--- src/sv/pwmps_pkg.sv ---
// Shared types, widths and constants of the PWM period, prescaler and duty set-up block.
package pwmps_pkg;

  localparam int unsigned ClkHzW   = 27;
  localparam int unsigned FreqW    = 32;
  localparam int unsigned DutyW    = 16;
  localparam int unsigned PctW     = 8;
  localparam int unsigned ChanW    = 3;
  localparam int unsigned PeriodW  = 9;
  localparam int unsigned Duty10W  = 10;
  localparam int unsigned ByteW    = 8;

  // Serial divider: the dividend is as wide as the clock register.
  localparam int unsigned DivNumW  = ClkHzW;
  localparam int unsigned DivDenW  = FreqW;
  localparam int unsigned DivCntW  = $clog2(DivNumW);

  localparam int unsigned RatioMax       = 4096;
  localparam int unsigned RatioPrescale1 = 256;
  localparam int unsigned RatioPrescale4 = 1024;
  localparam int unsigned DutyMax        = 1023;
  localparam int unsigned PctFull        = 100;
  localparam int unsigned PctDivisor     = 25;
  localparam int unsigned ClkHzReset     = 12000000;
  localparam int unsigned PeriodReset    = 256;

  localparam logic [ByteW-1:0] TconPrescale1  = 8'b0000_0100;
  localparam logic [ByteW-1:0] TconPrescale4  = 8'b0000_0101;
  localparam logic [ByteW-1:0] TconPrescale16 = 8'b0000_0110;
  localparam logic [ByteW-1:0] PwmMode        = 8'b0000_1100;

  typedef enum logic [1:0] {
    KIND_FREQ    = 2'd0,
    KIND_DUTY    = 2'd1,
    KIND_PERCENT = 2'd2,
    KIND_NONE    = 2'd3
  } kind_e;

  typedef struct packed {
    logic             status;
    logic [ByteW-1:0] period_register;
    logic [ByteW-1:0] timer_control;
    logic [ChanW-1:0] channel_written;
    logic [ByteW-1:0] duty_high;
    logic [ByteW-1:0] channel_control;
    logic             duty_applied;
  } result_t;

  // Handshake between the sequencer and the serial divider.
  typedef struct packed {
    logic busy;
    logic last;
  } div_stat_t;

endpackage

--- src/sv/pwmps_in_if.sv ---
// Command channel interface of the PWM set-up block.
interface pwmps_in_if;
  logic                            valid;
  logic                            ready;
  logic [1:0]                      kind;
  logic [pwmps_pkg::FreqW-1:0]     frequency_hz;
  logic [pwmps_pkg::DutyW-1:0]     duty_value;
  logic [pwmps_pkg::PctW-1:0]      percent;
  logic [pwmps_pkg::ChanW-1:0]     channel;

  modport source (output valid, kind, frequency_hz, duty_value, percent, channel,
                  input ready);
  modport sink   (input valid, kind, frequency_hz, duty_value, percent, channel,
                  output ready);
endinterface

--- src/sv/pwmps_out_if.sv ---
// Result channel interface of the PWM set-up block.
interface pwmps_out_if;
  logic                        valid;
  logic                        ready;
  logic                        status;
  logic [pwmps_pkg::ByteW-1:0] period_register;
  logic [pwmps_pkg::ByteW-1:0] timer_control;
  logic [pwmps_pkg::ChanW-1:0] channel_written;
  logic [pwmps_pkg::ByteW-1:0] duty_high;
  logic [pwmps_pkg::ByteW-1:0] channel_control;
  logic                        duty_applied;

  modport source (output valid, status, period_register, timer_control, channel_written,
                         duty_high, channel_control, duty_applied,
                  input ready);
  modport sink   (input valid, status, period_register, timer_control, channel_written,
                        duty_high, channel_control, duty_applied,
                  output ready);
endinterface

--- src/sv/pwm_period_prescaler_duty_setup.sv ---
// Top level of the PWM period, prescaler and duty set-up block.
//
//   channel   direction  payload                                         handshake
//   in_if     sink       kind, frequency_hz, duty_value, percent,        valid/ready
//                        channel
//   out_if    source     status, period_register, timer_control,         valid/ready
//                        channel_written, duty_high, channel_control,
//                        duty_applied
//   cfg       write      cfg_wdata_i (peripheral clock in hertz)         cfg_we_i
//
// A frequency beat with a nonzero frequency, or a percent beat between 1 and 99, loads the
// serial divider at its accepting edge; the divider yields one quotient bit per cycle over the
// 27-bit dividend (as wide as the clock register), and the final step then forms the result.
// Every other beat goes from acceptance straight to the final step, which forms the result.
// The serial divider sets the rate; one beat is in work at a time, and the next beat is taken
// in the cycle after the result is formed, even while the previous result still waits in the
// output register.
// Reset clears the control state, sets the period count to 256, the timer control to zero
// and the clock register to 12 MHz. A stalled output holds the sequencer in its final step.
module pwm_period_prescaler_duty_setup #(
  parameter int unsigned CHANNELS = 8
) (
  input  logic                            clk_i,
  input  logic                            rst_ni,
  input  logic                            cfg_we_i,
  input  logic [pwmps_pkg::ClkHzW-1:0]    cfg_wdata_i,
  pwmps_in_if.sink                        in_if,
  pwmps_out_if.source                     out_if
);

  typedef enum logic [1:0] {
    ST_IDLE,
    ST_DIV,
    ST_FIN
  } state_e;

  state_e state_q, state_d;

  // Configuration and persistent timer settings.
  logic [pwmps_pkg::ClkHzW-1:0]   clk_hz_q, clk_hz_d;
  logic [pwmps_pkg::PeriodW-1:0]  ppo_q, ppo_d;
  logic [pwmps_pkg::ByteW-1:0]    tcon_q, tcon_d;

  // Fields of the beat in work.
  pwmps_pkg::kind_e               kind_q, kind_d;
  logic                           freq_zero_q, freq_zero_d;
  logic [pwmps_pkg::DutyW-1:0]    duty_q, duty_d;
  logic [pwmps_pkg::PctW-1:0]     pct_q, pct_d;
  logic [pwmps_pkg::ChanW-1:0]    chan_q, chan_d;

  // Output register.
  logic                           out_valid_q, out_valid_d;
  pwmps_pkg::result_t             res_q, res_d;

  // Divider connection.
  logic                           div_start;
  logic [pwmps_pkg::DivNumW-1:0]  div_num;
  logic [pwmps_pkg::DivDenW-1:0]  div_den;
  pwmps_pkg::div_stat_t           div_stat;
  logic [pwmps_pkg::DivNumW-1:0]  quotient;

  logic                           in_fire;
  logic                           out_free;
  logic                           pct_mid;
  logic [13:0]                    pct_prod;

  pwmps_div u_div (
    .clk_i      (clk_i),
    .rst_ni     (rst_ni),
    .start_i    (div_start),
    .dividend_i (div_num),
    .divisor_i  (div_den),
    .stat_o     (div_stat),
    .quotient_o (quotient)
  );

  assign in_if.ready = (state_q == ST_IDLE);
  assign in_fire     = in_if.valid && in_if.ready;
  assign out_free    = !out_valid_q || out_if.ready;

  // A percent strictly between zero and full scales a quarter of the period by the percent,
  // and the divider then takes out the constant 25.
  assign pct_mid  = (in_if.percent != '0) &&
                    (in_if.percent < pwmps_pkg::PctW'(pwmps_pkg::PctFull));
  assign pct_prod = 14'(in_if.percent[6:0]) * 14'(ppo_q[8:2]);

  always_comb begin
    div_start = 1'b0;
    div_num   = clk_hz_q;
    div_den   = in_if.frequency_hz;
    if (in_fire) begin
      if (pwmps_pkg::kind_e'(in_if.kind) == pwmps_pkg::KIND_FREQ) begin
        div_start = (in_if.frequency_hz != '0);
      end else if (pwmps_pkg::kind_e'(in_if.kind) == pwmps_pkg::KIND_PERCENT) begin
        div_start = pct_mid;
        div_num   = pwmps_pkg::DivNumW'(pct_prod);
        div_den   = pwmps_pkg::DivDenW'(pwmps_pkg::PctDivisor);
      end
    end
  end

  // Result formation, done in the final step once the output register is free.
  logic                           ratio_bad;
  logic [pwmps_pkg::Duty10W-1:0]  duty10;
  logic [pwmps_pkg::ByteW-1:0]    pct_duty;
  logic                           chan_ok;
  logic [pwmps_pkg::PeriodW-1:0]  ppo_minus_one;

  assign ratio_bad = freq_zero_q || (quotient == '0) ||
                     (quotient > pwmps_pkg::DivNumW'(pwmps_pkg::RatioMax));
  assign chan_ok   = (32'(chan_q) < CHANNELS);
  assign ppo_minus_one = ppo_q - 1'b1;

  always_comb begin
    if (pct_q == '0) begin
      pct_duty = '0;
    end else if (pct_q >= pwmps_pkg::PctW'(pwmps_pkg::PctFull)) begin
      pct_duty = ppo_minus_one[pwmps_pkg::ByteW-1:0];
    end else begin
      pct_duty = quotient[pwmps_pkg::ByteW-1:0];
    end
  end

  always_comb begin
    if (kind_q == pwmps_pkg::KIND_PERCENT) begin
      duty10 = {pct_duty, 2'b00};
    end else if (duty_q > pwmps_pkg::DutyW'(pwmps_pkg::DutyMax)) begin
      duty10 = pwmps_pkg::Duty10W'(pwmps_pkg::DutyMax);
    end else begin
      duty10 = duty_q[pwmps_pkg::Duty10W-1:0];
    end
  end

  always_comb begin
    state_d     = state_q;
    clk_hz_d    = clk_hz_q;
    ppo_d       = ppo_q;
    tcon_d      = tcon_q;
    kind_d      = kind_q;
    freq_zero_d = freq_zero_q;
    duty_d      = duty_q;
    pct_d       = pct_q;
    chan_d      = chan_q;
    out_valid_d = out_valid_q && !out_if.ready;
    res_d       = res_q;

    if (cfg_we_i) begin
      clk_hz_d = cfg_wdata_i;
    end

    unique case (state_q)
      ST_IDLE: begin
        if (in_fire) begin
          kind_d      = pwmps_pkg::kind_e'(in_if.kind);
          freq_zero_d = (in_if.frequency_hz == '0);
          duty_d      = in_if.duty_value;
          pct_d       = in_if.percent;
          chan_d      = in_if.channel;
          state_d     = div_start ? ST_DIV : ST_FIN;
        end
      end
      ST_DIV: begin
        if (div_stat.last) begin
          state_d = ST_FIN;
        end
      end
      ST_FIN: begin
        if (out_free) begin
          res_d = '0;
          unique case (kind_q) inside
            pwmps_pkg::KIND_FREQ: begin
              if (ratio_bad) begin
                res_d.status = 1'b1;
              end else if (quotient <= pwmps_pkg::DivNumW'(pwmps_pkg::RatioPrescale1)) begin
                ppo_d  = quotient[pwmps_pkg::PeriodW-1:0];
                tcon_d = pwmps_pkg::TconPrescale1;
              end else if (quotient <= pwmps_pkg::DivNumW'(pwmps_pkg::RatioPrescale4)) begin
                ppo_d  = quotient[pwmps_pkg::PeriodW+1:2];
                tcon_d = pwmps_pkg::TconPrescale4;
              end else begin
                ppo_d  = quotient[pwmps_pkg::PeriodW+3:4];
                tcon_d = pwmps_pkg::TconPrescale16;
              end
            end
            pwmps_pkg::KIND_DUTY, pwmps_pkg::KIND_PERCENT: begin
              res_d.channel_written = chan_q;
              if (chan_ok) begin
                res_d.duty_high       = duty10[pwmps_pkg::Duty10W-1:2];
                res_d.channel_control = pwmps_pkg::PwmMode | {2'b00, duty10[1:0], 4'b0000};
                res_d.duty_applied    = 1'b1;
              end
            end
            pwmps_pkg::KIND_NONE: begin
              res_d.status = 1'b0;
            end
            default: begin
              res_d = '0;
            end
          endcase
          res_d.period_register = 8'(ppo_d - 1'b1);
          res_d.timer_control   = tcon_d;
          out_valid_d           = 1'b1;
          state_d               = ST_IDLE;
        end
      end
      default: begin
        state_d = ST_IDLE;
      end
    endcase
  end

  always_ff @(posedge clk_i or negedge rst_ni) begin
    if (!rst_ni) begin
      state_q     <= ST_IDLE;
      clk_hz_q    <= pwmps_pkg::ClkHzW'(pwmps_pkg::ClkHzReset);
      ppo_q       <= pwmps_pkg::PeriodW'(pwmps_pkg::PeriodReset);
      tcon_q      <= '0;
      out_valid_q <= 1'b0;
    end else begin
      state_q     <= state_d;
      clk_hz_q    <= clk_hz_d;
      ppo_q       <= ppo_d;
      tcon_q      <= tcon_d;
      out_valid_q <= out_valid_d;
    end
  end

  always_ff @(posedge clk_i) begin
    kind_q      <= kind_d;
    freq_zero_q <= freq_zero_d;
    duty_q      <= duty_d;
    pct_q       <= pct_d;
    chan_q      <= chan_d;
    res_q       <= res_d;
  end

  assign out_if.valid           = out_valid_q;
  assign out_if.status          = res_q.status;
  assign out_if.period_register = res_q.period_register;
  assign out_if.timer_control   = res_q.timer_control;
  assign out_if.channel_written = res_q.channel_written;
  assign out_if.duty_high       = res_q.duty_high;
  assign out_if.channel_control = res_q.channel_control;
  assign out_if.duty_applied    = res_q.duty_applied;

  // The sequencer never takes a beat while the divider is still working.
  a_no_accept_while_dividing: assert property (@(posedge clk_i) disable iff (!rst_ni)
    div_stat.busy |-> !in_if.ready)
    else $error("beat accepted while divider busy");

  // The period count always stays within one to 256.
  a_period_range: assert property (@(posedge clk_i) disable iff (!rst_ni)
    (ppo_q != '0) && (ppo_q <= pwmps_pkg::PeriodW'(pwmps_pkg::PeriodReset)))
    else $error("period count out of range");

  // A new result appears only out of the final step.
  a_result_from_fin: assert property (@(posedge clk_i) disable iff (!rst_ni)
    $rose(out_if.valid) |-> $past(state_q == ST_FIN))
    else $error("result appeared outside final step");

  // The timer control shadow holds only zero or one of the three prescaler codes.
  a_tcon_codes: assert property (@(posedge clk_i) disable iff (!rst_ni)
    (tcon_q == '0) || (tcon_q == pwmps_pkg::TconPrescale1) ||
    (tcon_q == pwmps_pkg::TconPrescale4) || (tcon_q == pwmps_pkg::TconPrescale16))
    else $error("timer control shadow corrupt");

endmodule

--- src/sv/pwmps_div.sv ---
// Restoring divider that produces one quotient bit per cycle.
module pwmps_div (
  input  logic                             clk_i,
  input  logic                             rst_ni,
  input  logic                             start_i,
  input  logic [pwmps_pkg::DivNumW-1:0]    dividend_i,
  input  logic [pwmps_pkg::DivDenW-1:0]    divisor_i,
  output pwmps_pkg::div_stat_t             stat_o,
  output logic [pwmps_pkg::DivNumW-1:0]    quotient_o
);

  logic                            busy_q, busy_d;
  logic [pwmps_pkg::DivCntW-1:0]   cnt_q, cnt_d;
  logic [pwmps_pkg::DivDenW-1:0]   rem_q, rem_d;
  logic [pwmps_pkg::DivDenW-1:0]   den_q, den_d;
  logic [pwmps_pkg::DivNumW-1:0]   quo_q, quo_d;
  logic [pwmps_pkg::DivDenW:0]     trial;
  logic [pwmps_pkg::DivDenW:0]     diff;

  // The dividend shifts out of the top of quo_q while quotient bits enter at the bottom.
  assign trial = {rem_q, quo_q[pwmps_pkg::DivNumW-1]};
  assign diff  = trial - {1'b0, den_q};

  always_comb begin
    busy_d = busy_q;
    cnt_d  = cnt_q;
    rem_d  = rem_q;
    den_d  = den_q;
    quo_d  = quo_q;
    if (start_i) begin
      busy_d = 1'b1;
      cnt_d  = pwmps_pkg::DivCntW'(pwmps_pkg::DivNumW - 1);
      rem_d  = '0;
      den_d  = divisor_i;
      quo_d  = dividend_i;
    end else if (busy_q) begin
      if (!diff[pwmps_pkg::DivDenW]) begin
        rem_d = diff[pwmps_pkg::DivDenW-1:0];
      end else begin
        rem_d = trial[pwmps_pkg::DivDenW-1:0];
      end
      quo_d = {quo_q[pwmps_pkg::DivNumW-2:0], ~diff[pwmps_pkg::DivDenW]};
      cnt_d = cnt_q - 1'b1;
      if (cnt_q == '0) begin
        busy_d = 1'b0;
      end
    end
  end

  always_ff @(posedge clk_i or negedge rst_ni) begin
    if (!rst_ni) begin
      busy_q <= 1'b0;
      cnt_q  <= '0;
    end else begin
      busy_q <= busy_d;
      cnt_q  <= cnt_d;
    end
  end

  always_ff @(posedge clk_i) begin
    rem_q <= rem_d;
    den_q <= den_d;
    quo_q <= quo_d;
  end

  assign stat_o.busy = busy_q;
  assign stat_o.last = busy_q && (cnt_q == '0);
  assign quotient_o  = quo_q;

endmodule
--- src/flat_wrapper.sv ---
// flat-port wrapper written by rule: the top's interface ports become plain ports
module pwm_period_prescaler_duty_setup_flat 
#(
  parameter int unsigned CHANNELS = 8
)
  (clk_i, rst_ni, cfg_we_i, cfg_wdata_i, in_if_valid, in_if_kind, in_if_frequency_hz, in_if_duty_value, in_if_percent, in_if_channel, in_if_ready, out_if_valid, out_if_status, out_if_period_register, out_if_timer_control, out_if_channel_written, out_if_duty_high, out_if_channel_control, out_if_duty_applied, out_if_ready);
  pwmps_in_if in_if_i ();
  pwmps_out_if out_if_i ();
  input  logic clk_i;
  input  logic rst_ni;
  input  logic cfg_we_i;
  input  logic [pwmps_pkg::ClkHzW-1:0] cfg_wdata_i;
  input wire logic [$bits(in_if_i.valid)-1:0] in_if_valid;
  input wire logic [$bits(in_if_i.kind)-1:0] in_if_kind;
  input wire logic [$bits(in_if_i.frequency_hz)-1:0] in_if_frequency_hz;
  input wire logic [$bits(in_if_i.duty_value)-1:0] in_if_duty_value;
  input wire logic [$bits(in_if_i.percent)-1:0] in_if_percent;
  input wire logic [$bits(in_if_i.channel)-1:0] in_if_channel;
  output wire logic [$bits(in_if_i.ready)-1:0] in_if_ready;
  output wire logic [$bits(out_if_i.valid)-1:0] out_if_valid;
  output wire logic [$bits(out_if_i.status)-1:0] out_if_status;
  output wire logic [$bits(out_if_i.period_register)-1:0] out_if_period_register;
  output wire logic [$bits(out_if_i.timer_control)-1:0] out_if_timer_control;
  output wire logic [$bits(out_if_i.channel_written)-1:0] out_if_channel_written;
  output wire logic [$bits(out_if_i.duty_high)-1:0] out_if_duty_high;
  output wire logic [$bits(out_if_i.channel_control)-1:0] out_if_channel_control;
  output wire logic [$bits(out_if_i.duty_applied)-1:0] out_if_duty_applied;
  input wire logic [$bits(out_if_i.ready)-1:0] out_if_ready;
  assign in_if_i.valid = in_if_valid;
  assign in_if_i.kind = in_if_kind;
  assign in_if_i.frequency_hz = in_if_frequency_hz;
  assign in_if_i.duty_value = in_if_duty_value;
  assign in_if_i.percent = in_if_percent;
  assign in_if_i.channel = in_if_channel;
  assign in_if_ready = in_if_i.ready;
  assign out_if_valid = out_if_i.valid;
  assign out_if_status = out_if_i.status;
  assign out_if_period_register = out_if_i.period_register;
  assign out_if_timer_control = out_if_i.timer_control;
  assign out_if_channel_written = out_if_i.channel_written;
  assign out_if_duty_high = out_if_i.duty_high;
  assign out_if_channel_control = out_if_i.channel_control;
  assign out_if_duty_applied = out_if_i.duty_applied;
  assign out_if_i.ready = out_if_ready;
  pwm_period_prescaler_duty_setup #(.CHANNELS(CHANNELS)) u_core (.clk_i(clk_i), .rst_ni(rst_ni), .cfg_we_i(cfg_we_i), .cfg_wdata_i(cfg_wdata_i), .in_if(in_if_i), .out_if(out_if_i));
endmodule
--- config.mk ---
export PLATFORM = sky130hd
export DESIGN_NAME = pwm_period_prescaler_duty_setup_flat
export DESIGN_NICKNAME = d
export VERILOG_FILES = /design/src/sv/pwmps_pkg.sv /design/src/sv/pwmps_in_if.sv /design/src/sv/pwmps_out_if.sv /design/src/sv/pwm_period_prescaler_duty_setup.sv /design/src/sv/pwmps_div.sv /design/src/flat_wrapper.sv
export SDC_FILE = /design/constraint.sdc
export NUM_CORES = 1
export LEC_CHECK = 0
export BUFFER_PORTS_ARGS = -buffer_cell sky130_fd_sc_hd__buf_2
export CAP_MARGIN = 5
export CORE_MARGIN = 2
export CORE_UTILIZATION = 55
export CTS_CLUSTER_DIAMETER = 100
export DETAILED_ROUTE_END_ITERATION = 16
export GPL_ROUTABILITY_DRIVEN = 1
export PLACE_DENSITY = 0.75
export SLEW_MARGIN = 20
export SYNTH_ARGS = -nofsm -noshare
export SYNTH_HDL_FRONTEND = slang
export SYNTH_HIERARCHICAL = 1
export SYNTH_SLANG_ARGS = --single-unit
--- constraint.sdc ---
create_clock -name clk_i -period 6.15 [get_ports clk_i]
set_clock_uncertainty 0.1 [all_clocks]
set_input_delay 0.9225 -clock clk_i [delete_from_list [all_inputs] [get_ports clk_i]]
set_output_delay 0.9225 -clock clk_i [all_outputs]
set_load 0.02 [all_outputs]
# Yosys cells after proc, flatten, opt, wreduce, memory -nomap -nowiden
# Index checks and enable logic that the tools add are counted.
dict set report word_totals {
  out_inout_bits 39
  reg_bits 211
  elab_cells 108
  input_bits 93
}
dict set report classes {
  n_mux 40
  n_eq_ne 8
  add_sub_neg 4
  n_bitwise 2
  reduce_logical 24
  order_cmp 6
  multipliers 1
}
# cell n
set ops {}
lappend ops {{$mux 27} 5}
lappend ops {{$mux 32} 4}
lappend ops {{$mux 9} 6}
lappend ops {{$sub 33x32->33} 1}
lappend ops {{$logic_not 32->1} 1}
lappend ops {{$mux 8} 4}
lappend ops {{$reduce_bool 32->1} 1}
lappend ops {{$gt 27x13->1 const B} 1}
lappend ops {{$le 27x11->1 const B} 1}
lappend ops {{$le 27x9->1 const B} 1}
lappend ops {{$logic_not 27->1} 1}
lappend ops {{$mux 10} 2}
lappend ops {{$gt 16x10->1 const B} 1}
lappend ops {{$sub 8x1->8 const B} 2}
lappend ops {{$mux 5} 3}
lappend ops {{$mul 7x7->14} 1}
lappend ops {{$mux 2} 6}
lappend ops {{$mux 1} 9}
lappend ops {{$ge 8x7->1 const B} 1}
lappend ops {{$logic_not 8->1} 1}
lappend ops {{$lt 8x7->1 const B} 1}
lappend ops {{$reduce_bool 8->1} 1}
lappend ops {{$eq 2x2->1 const B} 3}
lappend ops {{$logic_not 2->1} 3}
lappend ops {{other kinds (14)} 25}

# Depth between registers and ports, before layout
dict set report depth {
  ltp_word 8
  ltp_mapped 19
  depth_no_buf 18
}

# Modules after synthesis
# Netlist, hierarchy kept.
# module seq_area_each_um2 instances area_each_um2 cells_per_inst
set by_module_without_submodules {}
lappend by_module_without_submodules {pwm_period_prescaler_duty_setup 3021.6 1 6807.8 627}
lappend by_module_without_submodules {pwmps_div 2562.5 1 5814.3 578}

# Least setup slack after synthesis
# OpenSTA, ideal clock, no wires.
dict set report synth_path {
  path_type {in2reg}
  from {input port in_if_percent[3]}
  to {register u_core.u_div.quo_q (netlist bit u_core/u_div/quotient_o[12]), data pin}
  slack_ns 1.051
  n_path_buf 0
  setup_time_ns 0.260
  required_ns 5.790
  t_arrival_ns 4.739
  cell_stages 18
  path_cell_list {and2_1 > fa_1 > inv_1 > fa_1 > inv_1 > fa_1 > inv_1 > fa_1 > inv_1 > ha_1 > inv_1 > o21bai_1 > a21oi_1 > o21ai_0 > a31oi_1 > mux2i_1 > nand3_1 > mux2_2}
}
dict set report synth_between {
  word_cells_on_any_way 11
  classes_between {1 x mul; 1 x order compare; 7 x mux; 2 x reduce/logical}
}
# element line
set synth_lines {}
lappend synth_lines {{start: declaration} flat_wrapper.sv:17} ;# input wire logic [$bits(in_if_i.percent)-1:0] in_if_percent;
lappend synth_lines {{$mul 7x7->14} pwm_period_prescaler_duty_setup.sv:85} ;# assign pct_prod = 14'(in_if.percent[6:0]) * 14'(ppo_q[8:2]);
lappend synth_lines {{$mux 27} pwm_period_prescaler_duty_setup.sv:94} ;# end else if (pwmps_pkg::kind_e'(in_if.kind) == pwmps_pkg::KIND_PERCENT) begin
lappend synth_lines {{$mux 27} pwm_period_prescaler_duty_setup.sv:92} ;# if (pwmps_pkg::kind_e'(in_if.kind) == pwmps_pkg::KIND_FREQ) begin
lappend synth_lines {{$mux 27} pwm_period_prescaler_duty_setup.sv:91} ;# if (in_fire) begin
lappend synth_lines {{via u_core.div_num, one bit} pwm_period_prescaler_duty_setup.sv:57} ;# logic [pwmps_pkg::DivNumW-1:0] div_num;
lappend synth_lines {{$mux 27} pwmps_div.sv:30} ;# if (start_i) begin
lappend synth_lines {{via u_core.u_div.quo_d, one bit} pwmps_div.sv:16} ;# logic [pwmps_pkg::DivNumW-1:0] quo_q, quo_d;
lappend synth_lines {{end signal: assignment} pwmps_div.sv:63} ;# quo_q <= quo_d;
lappend synth_lines {{end: declaration} pwmps_div.sv:16}
# The timed path passes the listed nets, and every way through them passes these cells.
# A chain may end at the register's enable or synchronous reset.

# Worst setup path in the final report
dict set report layout_path {
  from {register u_core/ppo_q[5] (netlist name)}
  to {register u_core.u_div.quo_q (netlist bit u_core/u_div/quotient_o[10]), data pin}
}
dict set report layout_between {
  elab_chain_len 5
}
# element line
set layout_lines {}
lappend layout_lines {{start: declaration} pwm_period_prescaler_duty_setup.sv:41} ;# logic [pwmps_pkg::PeriodW-1:0] ppo_q, ppo_d;
lappend layout_lines {{start signal: assignment} pwm_period_prescaler_duty_setup.sv:216} ;# ppo_q <= pwmps_pkg::PeriodW'(pwmps_pkg::PeriodReset);
lappend layout_lines {{start signal: assignment} pwm_period_prescaler_duty_setup.sv:222} ;# ppo_q <= ppo_d;
lappend layout_lines {{$mul 7x7->14} pwm_period_prescaler_duty_setup.sv:85}
lappend layout_lines {{$mux 27} pwm_period_prescaler_duty_setup.sv:94}
lappend layout_lines {{$mux 27} pwm_period_prescaler_duty_setup.sv:92}
lappend layout_lines {{$mux 27} pwm_period_prescaler_duty_setup.sv:91}
lappend layout_lines {{via u_core.div_num, one bit} pwm_period_prescaler_duty_setup.sv:57}
lappend layout_lines {{$mux 27} pwmps_div.sv:30}
lappend layout_lines {{via u_core.u_div.quo_d, one bit} pwmps_div.sv:16}
# The timed path passes the listed nets, and every way through them passes these cells.

==> metrics.md <==
| Metric | Value |
|---|---|
| RSZ-0062 raised after global routing | `false` |
| Crit path buffers/inverters | `5` |
| Synthesis-to-layout area growth | `11.9%` |
| FF-to-FF setup slack | `1.09 ns` |
| Crit path max fanout | `11` |
| Final Setup Violations | `0` |
| Drt initial violations | `779` |
| Multi-input logic area | `6470 um^2` |
| Crit-path max cell delay | `0.54 ns` |
| Maximum clock frequency | `198 MHz` |
| Routed length per instance | `16.7 um` |
| Routability cong. | `0.883` |
| Gates resized, CTS repair | `0` |
| Startpoint types | `flop` |
| Num CTS Buffers | `23` |
| Hpwl dp | `19,100 um` |
| Final hold violations | `0` |
| Worst setup startpoint | `u_core/ppo_q[5]` |
| Power, Total | `6.27 mW` |
| Cells after synthesis | `1,204` |
| Core ar. | `22,600 um^2` |
| I/O Buffers | `127` |
| Fin. max-slew vios | `0` |
| TritonCTS Sinks | `205` |
| Root buffer cell | `clkbuf_16` |
| # IOs | `132` |
| Final Instance Area | `14,100 um^2` |
| First-pass GRT wire length | `43,700 um` |
| Die height | `155 um` |
| Int Power | `3.91 mW` |
| Crit-path slowest cell | `fa_1` |
| Hold Path Class | `reg -> reg` |
| Initial Util | `55.9%` |
| Most common cell after layout, fill and taps aside | `buf_2` |
| Switch Pwr | `2.36 mW` |
| Hold path depth | `1` |
| Worst skew pair latency | `0.50 ns` |
| Inserted Diodes | `0` |
| Last element of the critical path | `u_core/u_div/quotient_o[10]` |
| Power Density | `444 nW/um^2` |
| Initial antenna violation count | `0` |
| Gr ovfl total | `0` |
| H-tree levels | `1` |
| Syn avg cell area | `10.5 um^2` |
| Status | `complete, no violations` |
| Most frequent cells in the layout | `127 x buf_2, 120 x edfxtp_1, 115 x nand2_1` |
| DP Cell Count | `1,563` |
| Final setup TNS | `0 ns` |
| Leakage | `6.12 nW` |
| Tcrit/Tclk final | `82.2%` |
| Most frequent CP cell | `inv_1` |
| Relative slew slack | `33.9%` |
| Vias in the first global route | `8,827` |
| Critical Path, Cell by Cell | `and2_1 -> fa_1 -> inv_1 -> fa_1 -> inv_1 -> fa_1 -> inv_1 -> fa_1 -> inv_1 -> ha_1 -> inv_1 -> o21bai_1 -> a21oi_1 -> o21ai_0 -> a21oi_1 -> xor2_1 -> o21ai_0 -> mux2_2` |
| Die X | `155 um` |
| Crit Reg-Reg Endpoint | `u_core/u_div/quotient_o[10]` |
| Placed inst area | `13,400 um^2` |
| CP top delay family | `adder cells` |
| Critical Path AT | `5.21 ns` |
| Clk slew on worst S/H paths | `0.06 ns` |
| Layout cell share with drive strength beyond 1 | `21.8%` |
| Number of synthesis warnings | `6` |
| Required @ worst endpoint | `6.30 ns` |
| Largest net degree at the start of global routing | `73` |
| Final WL | `26,800 um` |
| Number of non-filler instances in the completed layout | `1,604` |
| Full die area | `24,200 um^2` |
| Clock power share | `21.3%` |
| Sw frac | `37.6%` |
| # rows | `55` |
| GRT Total Usage | `22.2%` |
| ANT nets after route | `0` |
| Final min period | `5.06 ns` |
| Register area | `5590 um^2` |
| R2R depth | `18` |
| Post-CTS setup buffers | `0` |
| Sequential Power Share | `36.3%` |
| Residual DRC | `0` |
| Critical path type | `reg -> reg` |
| Total Nets Final | `1,492` |
| Cell Area, Synth | `12,600 um^2` |
| Max Cap Viol | `0` |
| VDD IR max | `0.000291 V` |
| Logic gate share of total power | `42.4%` |
| TritonCTS clock tree | `done` |
| Vias per cell | `5.76` |
| CTS max path bufs | `3` |
| Layout fillers | `1,855` |
| Stages on worst setup path | `18` |
| Detailed-route via count | `9,234` |
| RR Startpoint | `u_core/ppo_q[5]` |
| Post-CTS Hold Buffers | `0` |
| DR pass1 iterations | `5` |
| Slew @ Worst Pin | `0.990 ns` |
| Worst setup EP type | `flop` |
cell type report:
cell class,instances,area share (%)
Sequential cell,205,39.6
Clock buffer,34,4.73
Timing Repair Buffer,133,4.82
Tap cell,285,2.53
Clock inverter,7,0.487
Inverter,77,2.05
Multi-Input combinational cell,863,45.8
flip-flops by register name, indices dropped and copies added (netlist names):
register,cells
u_core/out_if.timer_control,8
u_core/u_div/busy_q,1
u_core/out_if.channel_control,3
u_core/duty_q,16
u_core/out_if.status,1
u_core/out_if.period_register,8
u_core/chan_q,3
u_core/tcon_q,8
u_core/out_if.duty_high,8
u_core/clk_hz_q,27
u_core/state_q,2
u_core/u_div/cnt_q,5
u_core/u_div/quotient_o,27
u_core/u_div/rem_q,32
u_core/kind_q,2
u_core/out_if.channel_written,3
u_core/freq_zero_q,1
u_core/out_if.valid,1
u_core/pct_q,8
u_core/ppo_q,9
u_core/u_div/den_q,32
routing by layer:
layer | vias up | routed length (um) | GRT usage (%)
met5 | - | 0 | 0
met4 | 0 | 497 | 5.50
met3 | 39 | 1720 | 3.59
met2 | 289 | 12200 | 35.1
met1 | 4424 | 12400 | 32.2
li1 | 4482 | - | -
worst min-delay path by stage:
stage | from | endpoint
2_1_floorplan | u_core/tcon_q[2] | u_core/tcon_q[2]
3_3_place_gp | u_core/tcon_q[2] | u_core/tcon_q[2]
3_5_place_dp | u_core/tcon_q[2] | u_core/tcon_q[2]
4_1_cts | u_core/tcon_q[2] | u_core/tcon_q[2]
5_1_grt | u_core/tcon_q[2] | u_core/tcon_q[2]
6_report | u_core/tcon_q[2] | u_core/tcon_q[2]
per-stage QoR:
stage	util, %	hold slack, ns	worst slack, ns
after floorplan	-	0.325	1.05
after global placement	59.2	0.342	0.730
after detailed placement	59.2	0.353	0.609
after CTS	62.5	0.372	1.10
after global routing	62.6	0.402	0.827
final	62.6	0.368	1.09
power groups by stage:
stage	combinational [mW]	sequential (mW)	clock, mW
after global placement	2.58	2.28	0
final	2.66	2.28	1.34
after CTS	2.66	2.27	1.37
after floorplan	2.13	2.24	0
after detailed placement	2.64	2.29	0
after global routing	2.95	2.32	1.43
Note: power is estimated with default switching activity, not from simulation.
